==> src/rtl/core/vpcu_ram.sv <==
// Generic single-port RAM with bit write mask and registered read.
module vpcu_ram #(
    parameter int WIDTH = 8,
    parameter int DEPTH = 256
) (
    input  logic                     clk,
    input  logic                     re,
    input  logic                     we,
    input  logic [$clog2(DEPTH)-1:0] addr,
    input  logic [WIDTH-1:0]         wmask,
    input  logic [WIDTH-1:0]         wdata,
    output logic [WIDTH-1:0]         rdata
);

    logic [WIDTH-1:0] mem [DEPTH];
    logic [WIDTH-1:0] rdata_reg;

    always_ff @(posedge clk)
    begin
        if (we)
        begin
            for (int i = 0; i < WIDTH; i++)
            begin
                if (wmask[i])
                    mem[addr][i] <= wdata[i];
            end
        end
        if (re)
            rdata_reg <= mem[addr];
    end

    assign rdata = rdata_reg;

endmodule

==> config.mk <==
export PLATFORM = sky130hd
export DESIGN_NAME = vpcu_ram
export DESIGN_NICKNAME = d
export VERILOG_FILES = /design/src/rtl/core/vpcu_ram.sv
export SDC_FILE = /design/constraint.sdc
export NUM_CORES = 2
export LEC_CHECK = 0
export BUFFER_PORTS_ARGS = -buffer_cell sky130_fd_sc_hd__buf_2
export CAP_MARGIN = 20
export CORE_ASPECT_RATIO = 1.5
export CORE_MARGIN = 2
export CORE_UTILIZATION = 60
export DETAILED_ROUTE_END_ITERATION = 12
export PLACE_DENSITY = 0.82
export SLEW_MARGIN = 0
export SYNTH_ARGS = -nofsm -noshare
export SYNTH_HDL_FRONTEND = slang
export SYNTH_SLANG_ARGS = --single-unit
==> constraint.sdc <==
create_clock -name clk -period 3.5 [get_ports clk]
set_input_delay 1.05 -clock clk [delete_from_list [all_inputs] [get_ports clk]]
set_output_delay 1.05 -clock clk [all_outputs]
set_load 0.01 [all_outputs]
==> metrics <==
post-synth cell types 18; slowest CP cell o41ai_1; clock share of power roughly two fifths; DP Area 91,900 um2; post-route setup slack 0.0804 ns; gr ovfl total 0; initial core utilization about three fifths; Switch Pwr 11,000 uW; Worst setup EP type flop; vias in the first global route 55,800; Max stage delay on crit path 0.80 ns; r2r worst-path depth 6; initial antenna violation count 15; Antenna Nets Post-Route 0; Core ar. around 140,000 um2; Reg2Reg Setup Slack 0.66 ns; reg2reg end rdata[3]; pre-CTS WS -0.965 ns; final instance area 97,600 um2; DRT Wirelength ~240 mm; post-layout util 67.6%; Max-Cap Viols 0; initial drt markers around 9,500; GP Congestion slightly above 0.9; Peak supply drop 0.580 mV; Leakage 0.0303 uW; crit-path cells buf_12 -> buf_12 -> buf_12 -> buf_12 -> mux4_2 -> a22oi_1 -> a21oi_1 -> o41ai_1 -> buf_4 -> nand4_1; H-Tree Depth 4; Pwr Total 49,800 uW; Final Slew Violations 0; I/O Pins 35; half-perimeter wire length after placement 147 mm; DR vias 55,100; commonest non-fill, non-tap cell in the layout nor2_1; reg-to-reg startpoint mem[74][3]; CP Launch Type input pin; num rows 171; Mapped Avg Cell Area 15.0 um2; cell depth of the worst setup path 10; TritonCTS clock tree done; Most common cell on crit path buf_12; HP Class in2reg; Max Freq 292 MHz; Reg power frac 54.4%; Worst slew margin 20.6%; hold path startpoint wmask[4]; PortBufs 34; CP Capture Point rdata[6]; Syn Inst Count approximately 5,800; setup repair bufs after CTS 0; CTS buffer count 172; critical path arrival 3.96 ns; Largest register FFs 2,048; cell-internal power 38,900 uW; Critical Path RT about 4.0 ns; pwr dens 511 nW/um2; Clock Pin Slew Worst Setup and Hold Paths 0.06 ns; DR DRC count 0; delay-heaviest family, CP compound AO/OA/AOI/OAI gates; RSZ-0062 raised after global routing false; sw frac 22.0%; Crit Path Class in2reg; clock sinks 2,056; buffer depth of the longest clock path 3; Syn Nets slightly below 6,000; CP startpoint addr[0]; most frequent cells in the layout nor2_1 (2,061), edfxtp_1 (2,056), mux4_2 (512); worst slew pin tran 1.19 ns; die height roughly 470 um; Worst Path Max Fanout 16; largest net degree at the start of global routing 165; layout cell share with drive strength beyond 1 between 15 and 20%; Die W 315 um; die area 148,000 um2; Layout Skew about 0.024 ns; status complete, no violations; fin crit period about 3.4 ns; Final Net Count 5,929; latest clock arrival within the worst-skew pair 0.82 ns; yosys warns 0; drt pass-1 iters 9; GRT Total Usage 33.4%; Vias/cell between 6 and 7; CTS Root Cell clkbuf_16; Yosys reg bits 2,056; Syn Std Cell Area 87,000 um2; register area share after synthesis 71.0%; global-route wire length before repair approximately 360 mm; buffer and inverter count on the worst path 5; Area Growth Syn to Fin 12.3%; final setup vio count 0; part of the power in combinational logic 6.5%; final hold vios 0; Final period util 97.7%; Routed WL per cell ~31 um
worst min-delay path, cell delays in order:
cell and delay (ns):
buf_2 0.10, nand2_4 0.08, nor2_1 0.12
worst min-delay path by stage:
stage                        endpoint  slack (ns)  cells past startpoint
after floorplan              rdata[0]        0.90                      5
final                     mem[252][4]        0.69                      3
after global placement       rdata[0]        1.09                      5
after global routing         rdata[6]        0.69                      1
after CTS                 mem[252][4]        0.66                      3
after detailed placement     rdata[1]        1.14                      6
metrics by stage:
step                setup TNS (ns)  hold slack (ns)  cells
floorplan                        0            0.896   5807
global route                     0            0.694   7946
detailed placement           -9.02             1.14   7631
global placement             -7.65             1.09   7630
finish                           0            0.686   7951
CTS                              0            0.662   7945
routing by layer:
metal  track usage (%)  share of wire [%]  routed length, um
met2              53.8                 48             119000
met4              23.4                8.5              20900
met5                 0              0.060                147
met3              8.24                 14              33400
met1              39.6                 29              71800
logic make-up (layout without fill, tap and decap cells):
kind of cell	after synthesis	count (layout)	synth area share [%]
buffers and inverters	449	684	2.15
multiplexers	512	512	13.3
flip-flops	2056	2056	71.0
other	0	6	0
AND/OR/NAND/NOR	2374	2374	10.3
AO/OA/AOI/OAI	416	416	3.27
power by group through the flow:
| stage | logic, uW | registers, uW | clock network, uW |
|---|---|---|---|
| 2_1_floorplan | 1510 | 27700 | 0 |
| 3_3_place_gp | 3030 | 27700 | 0 |
| 3_5_place_dp | 3110 | 27700 | 0 |
| 4_1_cts | 3150 | 27100 | 19400 |
| 5_1_grt | 3320 | 27100 | 20200 |
| 6_report | 3260 | 27100 | 19400 |
repair_timing:
item	CTS	global route
setup endpoints to repair	2	4
pin swaps	0	1
resized for setup	4	7
hold buffers	0	0
layout make-up:
class                   instances  area [um2]
repair buffers                370        4250
multi-input cells            3302       23700
fillers                      8444       46800
clock inverters               102         973
clock buffers                 212        4600
diodes                          6        15.0
well taps                    1903        2380
flip-flops and latches       2056       61700
cells in the mapped netlist:
cell type / number / share of area (%)
edfxtp_1: 2056 / 71
nor2b_1: 4 / 0.029
nand2_1: 268 / 1.2
a22oi_1: 256 / 2.2
nand4_1: 8 / 0.058
nand2b_1: 8 / 0.058
mux4_2: 512 / 13
or2_2: 2 / 0.014
clkbuf_1: 344 / 1.5
buf_1: 30 / 0.13
buf_2: 60 / 0.35
and2_1: 2 / 0.014
o41ai_1: 32 / 0.32
nor3_1: 8 / 0.046
buf_6: 14 / 0.18
nor2_1: 2074 / 9.0
a21oi_1: 128 / 0.74
buf_4: 1 / 0.0086
(Power assumes the default switching activity.)
