### src/rtl/core/vpcu_pkg.sv
// Shared types, constants and neighbor tables of the pixel classify/update block.
package vpcu_pkg;

    localparam int SAMPLES_PER_PIXEL_DEF = 10;
    localparam int FRAME_WIDTH_DEF       = 320;
    localparam int FRAME_HEIGHT_DEF      = 240;

    localparam int PIX_W   = 8;
    localparam int ROW_W   = 8;
    localparam int COL_W   = 9;
    localparam int SLOT_W  = 4;
    localparam int CODE_W  = 6;
    localparam int RAD_W   = 8;
    localparam int MIN_W   = 4;
    localparam int REACH_W = 2;
    localparam int CFG_W   = 8;
    localparam int CFG_IDX_W = 2;

    localparam logic [RAD_W-1:0]   RADIUS_RST = 8'd20;
    localparam logic [MIN_W-1:0]   MIN_RST    = 4'd2;
    localparam logic [REACH_W-1:0] REACH_RST  = 2'd1;

    localparam logic CMD_CLASSIFY = 1'b0;
    localparam logic CMD_LOAD     = 1'b1;

    localparam int RING_CODES = 48;
    localparam int OFS_W      = 3;

    typedef enum logic [CFG_IDX_W-1:0] {
        CFG_MATCH_RADIUS   = 2'd0,
        CFG_MIN_MATCHES    = 2'd1,
        CFG_NEIGHBOR_REACH = 2'd2
    } cfg_idx_t;

    typedef enum logic [2:0] {
        ST_IDLE,
        ST_PREP,
        ST_CMP,
        ST_DEC,
        ST_NBW,
        ST_FIN
    } state_t;

    typedef logic signed [OFS_W-1:0] ofs_t;

    // ring order: 3x3 ring, then 5x5 ring, then 7x7 ring
    localparam ofs_t RING_DR [RING_CODES] = '{
        -3'sd1, -3'sd1, -3'sd1,  3'sd1,  3'sd1,  3'sd1,  3'sd0,  3'sd0,
        -3'sd2, -3'sd2, -3'sd2, -3'sd2, -3'sd2,  3'sd2,  3'sd2,  3'sd2,  3'sd2,  3'sd2,
        -3'sd1,  3'sd0,  3'sd1, -3'sd1,  3'sd0,  3'sd1,
        -3'sd3, -3'sd3, -3'sd3, -3'sd3, -3'sd3, -3'sd3, -3'sd3,
         3'sd3,  3'sd3,  3'sd3,  3'sd3,  3'sd3,  3'sd3,  3'sd3,
        -3'sd2, -3'sd1,  3'sd0,  3'sd1,  3'sd2, -3'sd2, -3'sd1,  3'sd0,  3'sd1,  3'sd2
    };

    localparam ofs_t RING_DC [RING_CODES] = '{
        -3'sd1,  3'sd0,  3'sd1, -3'sd1,  3'sd0,  3'sd1, -3'sd1,  3'sd1,
        -3'sd2, -3'sd1,  3'sd0,  3'sd1,  3'sd2, -3'sd2, -3'sd1,  3'sd0,  3'sd1,  3'sd2,
        -3'sd2, -3'sd2, -3'sd2,  3'sd2,  3'sd2,  3'sd2,
        -3'sd3, -3'sd2, -3'sd1,  3'sd0,  3'sd1,  3'sd2,  3'sd3,
        -3'sd3, -3'sd2, -3'sd1,  3'sd0,  3'sd1,  3'sd2,  3'sd3,
        -3'sd3, -3'sd3, -3'sd3, -3'sd3, -3'sd3,  3'sd3,  3'sd3,  3'sd3,  3'sd3,  3'sd3
    };

    // kernel*kernel - 1 with kernel = 2*reach + 1
    function automatic logic [CODE_W-1:0] code_limit(input logic [REACH_W-1:0] reach);
        logic [CODE_W-1:0] lim;
        case (reach)
            2'd1:    lim = 6'd8;
            2'd2:    lim = 6'd24;
            2'd3:    lim = 6'd48;
            default: lim = 6'd0;
        endcase
        return lim;
    endfunction

endpackage

### src/rtl/core/vpcu_match.sv
// Sample compare unit: registers per-slot match flags, counts them.
module vpcu_match #(
    parameter int SAMPLES_PER_PIXEL = vpcu_pkg::SAMPLES_PER_PIXEL_DEF
) (
    input  logic                                 clk,
    input  logic                                 en,
    input  logic [SAMPLES_PER_PIXEL*8-1:0]       samples,
    input  logic [vpcu_pkg::PIX_W-1:0]           pixel,
    input  logic [vpcu_pkg::RAD_W-1:0]           radius,
    output logic [$clog2(SAMPLES_PER_PIXEL+1)-1:0] count
);

    localparam int CW = $clog2(SAMPLES_PER_PIXEL + 1);

    logic [SAMPLES_PER_PIXEL-1:0] match_reg;
    logic [SAMPLES_PER_PIXEL-1:0] match_next;

    always_comb
    begin
        logic [7:0] s;
        logic [7:0] d;
        for (int k = 0; k < SAMPLES_PER_PIXEL; k++)
        begin
            s = samples[8*k +: 8];
            d = (s >= pixel) ? (s - pixel) : (pixel - s);
            match_next[k] = (d <= radius);
        end
    end

    always_ff @(posedge clk)
    begin
        if (en)
            match_reg <= match_next;
    end

    always_comb
    begin
        count = '0;
        for (int k = 0; k < SAMPLES_PER_PIXEL; k++)
            count = count + CW'(match_reg[k]);
    end

endmodule

### config.mk
export PLATFORM = sky130hd
export DESIGN_NAME = vpcu_match
export DESIGN_NICKNAME = d
export VERILOG_FILES = /design/src/rtl/core/vpcu_pkg.sv /design/src/rtl/core/vpcu_match.sv
export SDC_FILE = /design/constraint.sdc
export NUM_CORES = 1
export LEC_CHECK = 0
export BUFFER_PORTS_ARGS = -buffer_cell sky130_fd_sc_hd__buf_2
export CORE_ASPECT_RATIO = 0.6
export CORE_MARGIN = 8
export CORE_UTILIZATION = 30
export CTS_CLUSTER_SIZE = 8
export DETAILED_ROUTE_END_ITERATION = 10
export SLEW_MARGIN = 0
export SYNTH_ARGS = -nofsm -noshare
export SYNTH_HDL_FRONTEND = slang
export SYNTH_SLANG_ARGS = --single-unit
### constraint.sdc
create_clock -name clk -period 4.2 [get_ports clk]
set_input_delay 0.63 -clock clk [delete_from_list [all_inputs] [get_ports clk]]
set_output_delay 0.63 -clock clk [all_outputs]
set_load 0.005 [all_outputs]
==> run_results.csv <==
group,metric,value,unit
floorplan,dieArea,0.0327,mm2
drt,num_vias,7418,
power_and_ir_drop,p_leak,4.99,nW
final_layout,stdcell_area,0.00927,mm2
floorplan,rows,46,
synthesis,synth.cells.most_frequent,"ha_1, inv_1, a21oi_1",
clock_tree,numCtsBuffers,3,
timing,drv_slew,0,
timing,tightest_slew,819,ps
synthesis,synth_edf_count,10,
setup_path,path_delay_family,"compound AO/OA/AOI/OAI gates",
clock_tree,cts_tree,"done",
timing,hold_ws,790,ps
setup_path,cp.buffers_inverters,2,
power_and_ir_drop,p_per_area,258,mW/mm2
synthesis,yosysMostFrequentCell,"ha_1",
timing,finalSetupViolCount,0,
floorplan,die_h,143,um
drt,wl_per_cell,18.3,um
setup_path,path_common_cell,"o21ai_0",
run,drv_cap,0,
synthesis,synth-seq-cells,10,
synthesis,synthCells,970,
drt,met3_length,1620,um
clock_tree,clock-sinks,10,
synthesis,synth_top_area_share,35.8,%
global_routing,grt_pass1_wl,40900,um
synthesis,syn-num-nets,1326,
synthesis,synth_area_leader_cell,"ha_1",
place,port_buffers,101,
drt,drtIter0Drc,537,
synthesis,ys_seq_area_share,3.70,%
timing,rsz0062_at_grt,"false",
clock_tree,clk_pin_slew,50,ps
clock_tree,postCtsSetupBuffers,0,
timing,fmax,262,MHz
synthesis,ys_warn_count,0,
drt,drt-met1-wl,13200,um
synthesis,syn-mean-instance-area,8.37,um2
clock_tree,hold_buffers,0,
synthesis,yosys_most_used_dff,"edfxtp_1",
timing,max_slew_margin,45.3,%
floorplan,core,0.0265,mm2
drt,ant_nets,0,
drt,wl_met2,11300,um
clock_tree,clockRootBuffer,"clkbuf_16",
synthesis,async_reset_ff_share,0,%
global_routing,grt_pass1_vias,7298,
setup_path,crit_path_end_kind,"register",
drt,drc,0,
drt,viasPerCell,5.14,
timing,fin_crit,3810,ps
place,gp_congestion,0.892,
setup_path,startpoint_type,"input port",
timing,hold_violations,0,
place,place_area,0.00919,mm2
power_and_ir_drop,p_total,2.40,mW
global_routing,antenna_found_initial,2,
setup_path,cp_max_fo,11,
global_routing,grt_max_degree,21,
synthesis,synth_area,0.00812,mm2
drt,highest_layer,"met4",
setup_path,cp.required,4180,ps
setup_path,cpPeakStageDelay,460,ps
place,hpwl,21700,um
final_layout,area_delta_synth_final,14.3,%
min_path,worst_hold_path.endpoint,"match_reg[0]$_DFFE_PP_",
min_path,min_path_cells,1,
synthesis,synth.area.top_cells,"ha_1, a21oi_1, mux2i_1, fa_1, inv_1",
final_layout,largest_reg_flops,10,
floorplan,fp.dieW,228,um
min_path,hp-start,"en",
setup_path,crit_chain,"buf_2 -> ha_1 -> inv_1 -> fa_1 -> a21o_1 -> a21oi_2 -> nand3_1 -> a221o_1 -> mux2_2 -> ha_1 -> nor2b_1 -> o21ai_0 -> nand2b_1 -> a21oi_1 -> o21ai_0 -> o21ai_0",
clock_tree,clockBufferDepth,2,
power_and_ir_drop,peakVddDrop,0.261,mV
timing,finalSetupTns,0,ps
global_routing,grt_remaining_overflow,0,
setup_path,cp.arrival,3790,ps
final_layout,drive_gt1_share,14.4,%
drt,drt_first_pass_iters,5,
drt,wl,26300,um
floorplan,initial_core_util,30.7,%
final_layout,nets,1438,
setup_path,crit_slowest_cell,"a221o_1",
min_path,min_path_type,"in -> reg",
timing,fin_crit_sh,90.7,%
global_routing,grt.total_usage,15.8,%
status,status,"completed",
floorplan,io_pins,102,
setup_path,worst-setup-path-type,"in -> reg",
clock_tree,cts_resized,0,
synthesis,yosysUniqueCellTypes,36,
clock_tree,htreeDepth,1,
stage by stage:
stage	utilization, %	std cells	setup WS (ps)
after global placement	34.7	1437	218
after floorplan	-	970	479
after detailed placement	34.7	1437	156
after CTS	35.0	1441	387
after global routing	35.0	1442	153
final	35.0	1442	389
layer usage:
metal / up-vias / GRT usage, %
li1: 3678 / -
met1: 3455 / 23.1
met2: 263 / 24.8
met3: 22 / 2.24
met4: 0 / 1.88
met5: - / 0
layout make-up:
type	count	area (um2)
clock buffers	3	75.1
fillers	2847	17200
inverters	130	488
clock inverters	1	3.75
repair buffers	127	726
well taps	360	450
diodes	1	2.50
multi-input cells	810	7230
flip-flops and latches	10	300
report_power, final:
part	internal (mW)	switching (mW)
registers	0.150	0.0138
clock network	0.125	0.0503
logic	0.910	1.15
layout by cell type, fill, tap and decap left out, types with 10 or more instances in the layout:
cell / n
xnor2_1: 25
o21ai_0: 54
o21bai_1: 21
edfxtp_1: 10
buf_4: 24
nor2b_1: 10
inv_1: 130
mux2i_1: 60
xor2_1: 36
nand3_1: 11
a21oi_1: 129
mux2_2: 10
nand2_1: 34
fa_1: 26
buf_2: 101
nand4_1: 29
a21o_1: 57
ha_1: 232
logic make-up (layout without fill, tap and decap cells):
family	Yosys count	in the layout	synth area share, %
AO/OA/AOI/OAI	300	300	23.5
XOR/XNOR	61	61	6.58
adder cells (fa/ha/maj)	258	258	42.2
buffers and inverters	150	261	7.25
flip-flops	10	10	3.70
multiplexers	70	70	8.79
other	0	1	0
AND/OR/NAND/NOR	121	121	8.03
how the worst max path moves through the flow:
stage,start,endpoint,depth (start not counted)
3_3_place_gp,pixel[0],match_reg[9]$_DFFE_PP_,16
5_1_grt,pixel[0],match_reg[7]$_DFFE_PP_,16
3_5_place_dp,pixel[0],match_reg[7]$_DFFE_PP_,16
2_1_floorplan,pixel[1],match_reg[9]$_DFFE_PP_,14
6_report,pixel[0],match_reg[7]$_DFFE_PP_,16
4_1_cts,match_reg[0]$_DFFE_PP_,count[1],10
Power figures use the tool's default switching activity.
